### src/hw/rtl/tpf_pkg.sv
// Shared types, constants and a helper function for the tone phase line fit.
// Used by every module of the block; depends on nothing else.
`timescale 1ns / 1ps
`default_nettype none

package tpf_pkg;

  localparam int MAX_TONES_DEF    = 4;
  localparam int MAX_CHANNELS_DEF = 4096;
  localparam int NUM_TONE_WORDS   = 4;
  localparam int TONE_WORD_W      = 44;
  localparam int FREQ_W           = 32;
  localparam int CH_W             = 12;
  localparam int CC_W             = 13;
  localparam int PHASE_W          = 32;
  localparam int OUT_W            = 48;
  localparam int CNT_W            = 32;
  localparam int WIDE_W           = 128;
  localparam int LIMB_W           = 32;
  localparam int NUM_LIMBS        = WIDE_W / LIMB_W;
  localparam int FRAC_SHIFT       = 16;
  localparam int ADDR_W           = 6;
  localparam int DATA_W           = 64;
  localparam int TC_W             = 3;
  localparam int S_TDATA_W        = 64;
  localparam int M_TDATA_W        = 160;

  localparam logic [LIMB_W-1:0] INV_TWO_PI_Q32 = 32'd683565276;

  typedef enum logic [2:0] {
    REG_BYPASS,
    REG_TONE_COUNT,
    REG_TONE_0,
    REG_TONE_1,
    REG_TONE_2,
    REG_TONE_3
  } reg_idx_t;

  typedef enum logic [2:0] {
    MS_DFDP,
    MS_DFDF,
    MS_NUMK,
    MS_DENSP,
    MS_NUMSF,
    MS_DENN
  } mul_sel_t;

  typedef enum logic {
    DS_TAU,
    DS_THETA
  } div_sel_t;

  typedef struct packed {
    logic     capture;
    logic     init;
    logic     count_good;
    logic     count_bad;
    logic     sum;
    logic     fail;
    logic     mul_go;
    mul_sel_t mul_sel;
    logic     div_go;
    div_sel_t div_sel;
  } tpf_cmd_t;

  typedef struct packed {
    logic ok;
    logic den_zero;
    logic mul_done;
    logic div_done;
  } tpf_status_t;

  function automatic logic [TC_W-1:0] active_tones(input logic [TC_W-1:0] tc,
                                                   input int max_tones);
    logic [TC_W-1:0] n;
    n = tc;
    if (n < TC_W'(2)) n = TC_W'(2);
    if (n > TC_W'(max_tones)) n = TC_W'(max_tones);
    return n;
  endfunction

endpackage

`default_nettype wire

### src/hw/rtl/tpf_ctrl.sv
// Controller of the line fit: sample handshake, fit sequencing and result hand-off.
// Drives the datapath through tpf_pkg command and status structs.
`timescale 1ns / 1ps
`default_nettype none

module tpf_ctrl #(
  parameter int MAX_TONES = tpf_pkg::MAX_TONES_DEF
) (
  input  wire logic                         clk,
  input  wire logic                         rst,
  input  wire logic                         s_tvalid,
  input  wire logic                         s_tlast,
  input  wire logic                         frame_error,
  input  wire logic                         bypass,
  input  wire logic [tpf_pkg::TC_W-1:0]     n,
  input  wire logic                         m_tready,
  input  wire tpf_pkg::tpf_status_t         status,
  output logic                              s_tready,
  output logic                              m_tvalid,
  output logic [$clog2(MAX_TONES)-1:0]      idx,
  output tpf_pkg::tpf_cmd_t                 cmd
);

  localparam int IDX_W = $clog2(MAX_TONES);

  typedef enum logic [3:0] {
    S_IDLE, S_SUM, S_CHECK, S_NUM, S_DEN, S_ZCHK, S_TAU_M, S_TAU_D,
    S_A_M, S_B_M, S_N_M, S_TH_D, S_EMIT
  } state_t;

  state_t             state;
  logic               accept;
  logic               last_go;
  logic               idx_last;
  logic               mul_go;
  logic               mul_go_next;
  tpf_pkg::mul_sel_t  mul_sel;
  logic               div_go;
  logic               div_go_next;
  tpf_pkg::div_sel_t  div_sel;

  assign s_tready = (state == S_IDLE);
  assign accept   = s_tvalid && s_tready;
  assign last_go  = accept && s_tlast && !bypass;
  assign idx_last = ((4'(idx) + 4'd1) == 4'(n));

  always_comb begin
    mul_go_next = ((state == S_CHECK) && status.ok) ||
                  ((state == S_NUM) && status.mul_done) ||
                  ((state == S_DEN) && status.mul_done && !idx_last) ||
                  ((state == S_ZCHK) && !status.den_zero) ||
                  ((state == S_TAU_D) && status.div_done) ||
                  ((state == S_A_M) && status.mul_done) ||
                  ((state == S_B_M) && status.mul_done);
    div_go_next = ((state == S_TAU_M) && status.mul_done) ||
                  ((state == S_N_M) && status.mul_done);
  end

  always_comb begin
    cmd            = '0;
    cmd.capture    = accept && !bypass;
    cmd.count_bad  = last_go && frame_error;
    cmd.count_good = last_go && !frame_error;
    cmd.init       = last_go && !frame_error;
    cmd.sum        = (state == S_SUM);
    cmd.fail       = ((state == S_CHECK) && !status.ok) ||
                     ((state == S_ZCHK) && status.den_zero);
    cmd.mul_go     = mul_go;
    cmd.mul_sel    = mul_sel;
    cmd.div_go     = div_go;
    cmd.div_sel    = div_sel;
  end

  always_ff @(posedge clk) begin
    if (rst) begin
      state    <= S_IDLE;
      m_tvalid <= 1'b0;
      mul_go   <= 1'b0;
      mul_sel  <= tpf_pkg::MS_DFDP;
      div_go   <= 1'b0;
      div_sel  <= tpf_pkg::DS_TAU;
      idx      <= '0;
    end else begin
      mul_go <= mul_go_next;
      div_go <= div_go_next;
      case (state)
        S_IDLE: begin
          if (accept && s_tlast) begin
            if (bypass || frame_error) begin
              m_tvalid <= 1'b1;
              state    <= S_EMIT;
            end else begin
              idx   <= '0;
              state <= S_SUM;
            end
          end
        end
        S_SUM: begin
          if (idx_last) begin
            state <= S_CHECK;
          end else begin
            idx <= idx + IDX_W'(1);
          end
        end
        S_CHECK: begin
          if (!status.ok) begin
            m_tvalid <= 1'b1;
            state    <= S_EMIT;
          end else begin
            idx     <= '0;
            mul_sel <= tpf_pkg::MS_DFDP;
            state   <= S_NUM;
          end
        end
        S_NUM: begin
          if (status.mul_done) begin
            mul_sel <= tpf_pkg::MS_DFDF;
            state   <= S_DEN;
          end
        end
        S_DEN: begin
          if (status.mul_done) begin
            if (idx_last) begin
              state <= S_ZCHK;
            end else begin
              idx     <= idx + IDX_W'(1);
              mul_sel <= tpf_pkg::MS_DFDP;
              state   <= S_NUM;
            end
          end
        end
        S_ZCHK: begin
          if (status.den_zero) begin
            m_tvalid <= 1'b1;
            state    <= S_EMIT;
          end else begin
            mul_sel <= tpf_pkg::MS_NUMK;
            state   <= S_TAU_M;
          end
        end
        S_TAU_M: begin
          if (status.mul_done) begin
            div_sel <= tpf_pkg::DS_TAU;
            state   <= S_TAU_D;
          end
        end
        S_TAU_D: begin
          if (status.div_done) begin
            mul_sel <= tpf_pkg::MS_DENSP;
            state   <= S_A_M;
          end
        end
        S_A_M: begin
          if (status.mul_done) begin
            mul_sel <= tpf_pkg::MS_NUMSF;
            state   <= S_B_M;
          end
        end
        S_B_M: begin
          if (status.mul_done) begin
            mul_sel <= tpf_pkg::MS_DENN;
            state   <= S_N_M;
          end
        end
        S_N_M: begin
          if (status.mul_done) begin
            div_sel <= tpf_pkg::DS_THETA;
            state   <= S_TH_D;
          end
        end
        S_TH_D: begin
          if (status.div_done) begin
            m_tvalid <= 1'b1;
            state    <= S_EMIT;
          end
        end
        S_EMIT: begin
          if (m_tready) begin
            m_tvalid <= 1'b0;
            state    <= S_IDLE;
          end
        end
        default: begin
          state <= S_IDLE;
        end
      endcase
    end
  end

endmodule

`default_nettype wire

### config.mk
export PLATFORM = sky130hd
export DESIGN_NAME = tpf_ctrl
export DESIGN_NICKNAME = d
export VERILOG_FILES = /design/src/hw/rtl/tpf_pkg.sv /design/src/hw/rtl/tpf_ctrl.sv
export SDC_FILE = /design/constraint.sdc
export NUM_CORES = 1
export LEC_CHECK = 0
export BUFFER_PORTS_ARGS = -buffer_cell sky130_fd_sc_hd__buf_2
export CELL_PAD_IN_SITES_DETAIL_PLACEMENT = 0
export CELL_PAD_IN_SITES_GLOBAL_PLACEMENT = 2
export CORE_MARGIN = 5
export CORE_UTILIZATION = 30
export CTS_CLUSTER_DIAMETER = 200
export DETAILED_ROUTE_END_ITERATION = 16
export GPL_TIMING_DRIVEN = 0
export MAX_ROUTING_LAYER = met4
export PLACE_DENSITY = 0.81
export SLEW_MARGIN = 20
export SYNTH_ARGS = -nofsm -noshare
export SYNTH_HDL_FRONTEND = slang
export SYNTH_SLANG_ARGS = --single-unit
### constraint.sdc
create_clock -name clk -period 2.2 [get_ports clk]
set_input_delay 0 -clock clk [delete_from_list [all_inputs] [get_ports clk]]
set_output_delay 0 -clock clk [all_outputs]
set_load 0.1 [all_outputs]
; ---- Yosys cells after proc, flatten, opt, wreduce, memory -nomap -nowiden
; Index checks and enable logic that the tools add are counted.
[totals]
wordCells = 123
ff_bits = 13
inputBits = 14
[op_classes]
addsub = 2
n_reduce_logical = 42
n_eq_ne = 31
n_mux = 41
[op_table]
columns = op, n
row1 = 4-bit two-way mux, 14
row2 = 4-bit case mux with 13 select lines, 1
row3 = 2-bit != test (second input constant), 15
row4 = 3-bit two-way mux, 9
row5 = 3-bit case mux with 7 select lines, 1
row6 = 4-bit == test (second input constant), 5
row7 = 1-bit logical AND, 18
row8 = 4-bit by 3-bit == test with 1-bit output (second input constant), 4
row9 = 11-bit AND reduction, 1
row10 = 2-bit two-way mux, 5
row11 = 1-bit logical OR, 9
row12 = 9-bit AND reduction, 1
row13 = 4-bit by 2-bit == test with 1-bit output (second input constant), 2
row14 = 1-bit two-way mux, 8
row15 = 2-bit case mux with 4 select lines, 1
row16 = 7-bit AND reduction, 1
row17 = 7-bit nonzero test, 1
row18 = 2-bit by 1-bit != test with 1-bit output (second input constant), 3
row19 = 1-bit zero test, 5
row20 = 1-bit case mux with 5 select lines, 1
row21 = 5-bit AND reduction, 1
row22 = 5-bit nonzero test, 1
row23 = 4-bit by 1-bit == test with 1-bit output (second input constant), 1
row24 = 4-bit zero test, 1
row25 = other kinds (7), 7

; ---- Depth between registers and ports, before layout
; Gate-level depths: netlist of the first run.
[depth]
depth_word = 9
depth_mapped = 8

; ---- Worst setup path after synthesis of the first run
; OpenSTA, ideal clock, no wires.
[synth_timing]
path_kind = register to output
start = register state[1]
end = output cmd[10] (netlist bit)
stages_incl_launch_ff = 6
slack_ps = -2172
n_path_buf = 1
arrival_time_ps = 4372
path_cell_list = dfxtp_1 or4_4 inv_1 nand2_1 nor3_1 buf_4
[synth_rtl]
columns = element, line_no
row1 = "start, declared", tpf_ctrl.sv:31  ; state_t state;
row2 = "start signal, assigned", tpf_ctrl.sv:76  ; state <= S_IDLE;
row3 = "start signal, assigned", tpf_ctrl.sv:91  ; state <= S_EMIT;
row4 = "start signal, assigned", tpf_ctrl.sv:94  ; state <= S_SUM;
row5 = "end, declared", tpf_ctrl.sv:21  ; output tpf_pkg::tpf_cmd_t cmd

; ---- Worst setup path after layout of the first run
[layout_timing]
start = register idx[0]
end = register state[0]
[layout_between]
elab_chain_cells = 4
[layout_rtl]
columns = element, line_no
row1 = "start, declared", tpf_ctrl.sv:20  ; output logic [$clog2(MAX_TONES)-1:0] idx,
row2 = "start signal, assigned", tpf_ctrl.sv:102  ; idx <= idx + IDX_W'(1);
row3 = "start signal, assigned", tpf_ctrl.sv:126  ; idx <= idx + IDX_W'(1);
row4 = 2-bit by 1-bit adder with 3-bit output, tpf_ctrl.sv:45  ; assign idx_last = ((4'(idx) + 4'd1) == 4'(n));
row5 = 3-bit == test, tpf_ctrl.sv:45
row6 = 2-bit by 1-bit != test with 1-bit output (no source line), -
row7 = 11-bit AND reduction (no source line), -
; Every way passes these cells.
; A chain may end at the register's enable or synchronous reset.

==> results.txt, run 1 <==
Status -> finished, final reports clean
Vias in the first global route -> 1219
Max Freq -> 489 MHz
Crit path arrival time -> 2.17 ns
Reg clk slew, reported paths -> 0.06 ns
Worst Tran Pin Value -> 0.577 ns
Top FF cell, synth -> dfxtp_1
Hold Crit Class -> input port to flip-flop
Die Y -> 72.8 um
Placed Cells -> 228
Largest cells by area after synthesis -> dfxtp_1, buf_4, a21oi_1
Gpl congestion -> 0.840
Antenna violations before repair -> 0
Die Width -> 72.8 um
EDFF count, synth -> 0
FFs w/ async S/R, synth -> 0%
Met2 routed WL -> 1720 um
RSZ-0062 raised after global routing -> no
Hold_ws -> 0.0939 ns
Die area -> 0.00530 mm^2
Multi-input gate area -> 866 um^2
WS Path Type -> flip-flop to flip-flop
Final Hold Fails -> 0
Final #Nets -> 200
Clk root buf -> clkbuf_8
CTS tree -> yes
Setup slack after layout -> 0.154 ns
Final period util -> 93.0%
Pwr dens -> 1360 mW/mm^2
Clk buf depth -> 2
ANT nets after route -> 0
Min Tclk post-route -> 2.05 ns
CP Capture Type -> flip-flop
# Post-CTS Setup Buffers -> 0
DP HPWL -> 2870 um
Via Count -> 1297
Cell area after layout -> 0.00150 mm^2
Synth top area share -> 22.0%
R2r startpoint -> idx[0]
Critical R2R Capture -> state[0]
Initial Util -> 31.6%
Placed instance area -> 0.00145 mm^2
Worst Setup SP -> idx[0]
Max-slew headroom -> 60.5%
Top sig layer -> met4
Routed len/inst -> 15.3 um
Met3 WL -> 247 um
Register area share after synthesis -> 22.0%
H-tree levels -> 1
Routed wire length -> 3550 um
LEAKAGE -> 0.615 nW
CTS Sinks -> 13
CTS Hold Buffers Added -> 0
R2r setup slk -> 0.15 ns
Post-CTS sizing -> 0
DRC -> 0
Gr usage total -> 14.3%
Yosys cell types -> 56
Crit path required time -> 2.33 ns
Post-Syn Area -> 0.00118 mm^2
Syn-to-layout area delta -> 26.3%
Fraction of layout cells with a size suffix above 1 -> 35.3%
Max Slew Vio Count -> 0
# fillers -> 429
DRT iter0 DRCs -> 101
Drt pass-1 iters -> 4
Worst setup path end -> state[0]
Post-synth net total -> 166
Peak VDD IR -> 0.000577 V
Global-route wire length before repair -> 5820 um
Max Cap Viol -> 0
Reg2Reg Depth -> 6
Io pins -> 30
Cts bufs inserted -> 3
# diodes -> 0
Synth cell count leaders -> dfxtp_1, a21oi_1, buf_4, nor2_1
Num rows -> 22
Hold Startpoint -> status[1]
Synthesized flop and latch total -> 13
Synthesized area per cell -> 7.84 um^2
Dpl ws -> 0.163 ns
Core Footprint -> 0.00374 mm^2
CP Launch Type -> flip-flop
Worst Skew -> 0.00315 ns
YS warnings -> 0
Final cell count without fillers -> 232
Synthesized instance count -> 151
Most frequent cell after synthesis -> dfxtp_1
Via density -> 5.59
Clock Latency Late Sink -> 0.24 ns
Metal-1 WL -> 1570 um
Grt ovf -> 0
Max FO, Critical Path -> 5
Most area-hungry cell type in the Yosys netlist -> dfxtp_1
Port Buf Inserts -> 29
Setup Viol. Count Final -> 0
Largest net degree at the start of global routing -> 11
Register area -> 268 um^2
==> worst min-delay path by stage <==
stage | depth (start not counted) | endpoint | slack [ns]
after floorplan | 1 | mul_sel[2] | 0.09
after global placement | 2 | mul_sel[2] | 0.34
after detailed placement | 2 | mul_sel[2] | 0.33
after CTS | 2 | mul_sel[2] | 0.08
after global routing | 2 | mul_sel[2] | 0.1
final | 2 | mul_sel[2] | 0.09
==> power by group <==
group | total, mW | internal, mW | switching [mW] | leakage [nW]
Combinational | 1.47 | 0.462 | 1.01 | 0.485
Sequential | 0.342 | 0.294 | 0.0486 | 0.108
Clock | 0.212 | 0.128 | 0.0838 | 0.0228
Total | 2.03 | 0.883 | 1.15 | 0.615
==> registers in the layout, summed over array words and instances (netlist names) <==
name	flops
div_go	1
div_sel	1
idx	2
m_tvalid	1
mul_go	1
mul_sel	3
state	4
==> worst max-delay path: stages (launching register included) <==
cell	delay, ns
dfxtp_4	0.36
ha_1	0.31
xnor2_1	0.20
nand3_1	0.20
a211o_2	0.40
nor2_2	0.16
mux2_4	0.31
==> routing by layer <==
metal / up-vias / GRT usage [%]
met5: - / -
li1: 635 / -
met4: 0 / 2.46
met3: 2 / 3.31
met2: 42 / 21.3
met1: 618 / 19.9
==> cells by family after synthesis <==
| kind of cell | Yosys count | synth area share [%] |
|---|---|---|
| xor gates and xnor gates | 5 | 3.70 |
| adders and majority gates | 1 | 1.06 |
| DFF | 13 | 22.0 |
| AOI/OAI and AO/OA | 46 | 28.3 |
| muxes | 4 | 4.02 |
| and+or+nand+nor | 64 | 31.8 |
| buffers and inverters | 18 | 9.09 |
==> stage by stage <==
stage | util [%] | setup TNS [ns] | total power, mW
5_1_grt | 39.9 | 0 | 2.16
2_1_floorplan | - | -0.408 | 1.55
6_report | 39.9 | 0 | 2.03
4_1_cts | 39.9 | 0 | 2.03
3_5_place_dp | 38.7 | 0 | 1.81
3_3_place_gp | 38.7 | 0 | 1.82
==> layout by cell type, fill, tap and decap left out, types with 3 or more instances in the layout <==
master,n
xnor2_1,3
nor2_1,9
clkbuf_8,3
dfxtp_1,11
buf_4,9
a211oi_1,5
o21ai_0,4
nand2b_1,7
a31oi_1,3
nand2_1,7
o32a_1,5
nor2b_1,8
nor3_1,6
nand3b_1,3
buf_2,34
a21oi_1,11
==> area by class of cell <==
class                   count  share of cell area, %
plain buffers              15                   6.44
inverters                   3                   1.00
clock buffers               4                   3.01
flip-flops and latches     13                   17.9
multi-input cells         120                   57.9
repair buffers             29                   9.71
well taps                  48                   4.02
(Power assumes the default switching activity.)
==> inputs of run 2 (changes only) <==
CORE_UTILIZATION = 32   (was 30)
PLACE_DENSITY = 0.85   (was 0.81)
clock period = 2.4 ns   (was 2.2 ns; I/O delays follow)
==> results.txt, run 2 (same netlist as run 1, synthesis figures left out) <==
Antenna violations before repair -> 0 (unchanged)
Worst Skew -> 0.00103 ns (-0.00212 ns)
Crit path required time -> 2.40 ns (+0.07 ns)
Worst Tran Pin Value -> 0.748 ns (+0.171 ns)
Max FO, Critical Path -> 9 (+4)
Clk buf depth -> 2 (unchanged)
Routed wire length -> 3600 um (+1.3%)
Final Hold Fails -> 0 (unchanged)
Clock group share of total power -> 10.5% (about the same)
Placed Cells -> 228 (unchanged)
Clk root buf -> clkbuf_8
CTS Sinks -> 13 (unchanged)
Fraction of layout cells with a size suffix above 1 -> 35.3% (unchanged)
Comb pwr share -> 72.6% (about the same)
Most flop-heavy register -> state
Via Count -> 1272 (-1.9%)
Crit path arrival time -> 2.10 ns (-0.07 ns)
Max Freq -> 475 MHz
Reg clk slew, reported paths -> 0.06 ns (about the same)
Drt pass-1 iters -> 4 (unchanged)
WS Path Type -> flip-flop to primary output
Switching part of the total power -> 56.4% (-0.070 points)
Clock Latency Late Sink -> 0.24 ns (about the same)
Max reg flops -> 4 (unchanged)
Io pins -> 30 (unchanged)
Gr usage total -> 15.2% (+0.86 points)
Sequential share of power -> 16.8% (about the same)
Internal power -> 0.807 mW (-8.6%)
Routed len/inst -> 15.5 um (+1.3%)
Leading registers by flop count -> state (4), mul_sel (3), idx (2)
Via density -> 5.48 (-1.9%)
Max-slew headroom -> 48.8% (-12 points)
CP Launch Type -> flip-flop
Gpl congestion -> 0.900 (+7.1%)
# diodes -> 0 (unchanged)
Num rows -> 22 (unchanged)
Cts bufs inserted -> 3 (unchanged)
# Post-CTS Setup Buffers -> 0 (unchanged)
Syn-to-layout area delta -> 24.9%
DP HPWL -> 2820 um (-1.6%)
Hold Crit Class -> input port to flip-flop
Commonest non-fill, non-tap cells in the layout -> buf_2, a21oi_1, dfxtp_1
Worst setup path end -> cmd[10]
Final period util -> 87.7%
Grt ovf -> 0 (unchanged)
Die Y -> 70.8 um (-2.7%)
Switch Pwr -> 1.04 mW (-8.9%)
Min Tclk post-route -> 2.10 ns
Critical R2R Capture -> state[0]
DRC -> 0 (unchanged)
Largest net degree at the start of global routing -> 11 (unchanged)
Reg2Reg Depth -> 6 (unchanged)
Peak VDD IR -> 0.000485 V (-16%)
Status -> finished, final reports clean
Initial Util -> 32.6% (+0.96 points)
CTS Hold Buffers Added -> 0 (unchanged)
Final cell count without fillers -> 232 (unchanged)
Most common cell after layout, fill and taps aside -> buf_2
Die Width -> 70.8 um (-2.7%)
Setup Viol. Count Final -> 0 (unchanged)
LEAKAGE -> 0.610 nW (-0.80%)
DRT iter0 DRCs -> 76 (-25%)
Core Footprint -> 0.00363 mm^2 (-2.9%)
Fin util -> 40.7% (+0.76 points)
Max Cap Viol -> 0 (unchanged)
Die area -> 0.00502 mm^2 (-5.4%)
Vias in the first global route -> 1207 (-0.98%)
Global-route wire length before repair -> 6000 um (+3.0%)
Worst Setup SP -> state[1]
RSZ-0062 raised after global routing -> no
Setup TNS -> 0 ns (unchanged)
R2r startpoint -> idx[0]
Post-CTS sizing -> 0 (unchanged)
CP Capture Type -> primary output
H-tree levels -> 1 (unchanged)
Final #Nets -> 200 (unchanged)
R2r setup slk -> 0.38 ns (+0.23 ns)
ANT nets after route -> 0 (unchanged)
CTS tree -> yes
Port Buf Inserts -> 29 (unchanged)
Pwr dens -> 1250 mW/mm^2 (-7.8%)
Max Slew Vio Count -> 0 (unchanged)
[run 2: worst max-delay path: stages (launching register included)]
cell and delay [ns]:
dfxtp_1 0.39, or4_4 0.63, clkinvlp_4 0.11, nand2_2 0.08
nor3_4 0.12, buf_4 0.12, buf_2 0.41
[run 2: worst min path at each step]
| stage | to | cells after the start | start |
|---|---|---|---|
| global route | mul_sel[2] | 2 | status[1] |
| detailed placement | mul_sel[2] | 2 | status[1] |
| finish | mul_sel[2] | 2 | status[1] |
| floorplan | mul_sel[2] | 1 | status[1] |
| global placement | div_go | 3 | status[1] |
| CTS | mul_sel[2] | 2 | status[1] |
[run 2: power groups by stage]
stage                     Sequential (mW)  Clock [mW]  Combinational, mW
after floorplan                     0.443           0              0.963
after global placement              0.314           0               1.34
after detailed placement            0.316           0               1.33
after CTS                           0.312       0.204               1.34
after global routing                0.320       0.213               1.43
final                               0.312       0.195               1.34
[run 2: layout make-up]
class	instances	area, um^2
clock buffer	4	45.0
multi-input combinational	120	855
sequential	13	263
tap	48	60.1
fill	405	2150
inverter	3	15.0
timing repair buffer	29	145
buffer	15	96.3
[run 2: metal layers]
metal  global-route usage [%]  vias up  routed length (um)
met5                        -        -                   0
li1                         -      627                   -
met4                     3.55        0                  50
met3                     3.41        6                 152
met2                     24.2       30                1730
met1                     19.5      609                1670
[run 2: metrics by stage]
step | power, mW | setup slack, ns | area [um^2] | hold slack (ns)
final | 1.85 | 0.295 | 1480 | 0.102
after global routing | 1.96 | 0.187 | 1480 | 0.111
after CTS | 1.85 | 0.281 | 1480 | 0.0913
after detailed placement | 1.65 | 0.386 | 1430 | 0.349
after global placement | 1.66 | 0.407 | 1430 | 0.349
after floorplan | 1.41 | -0.293 | 1230 | 0.0934
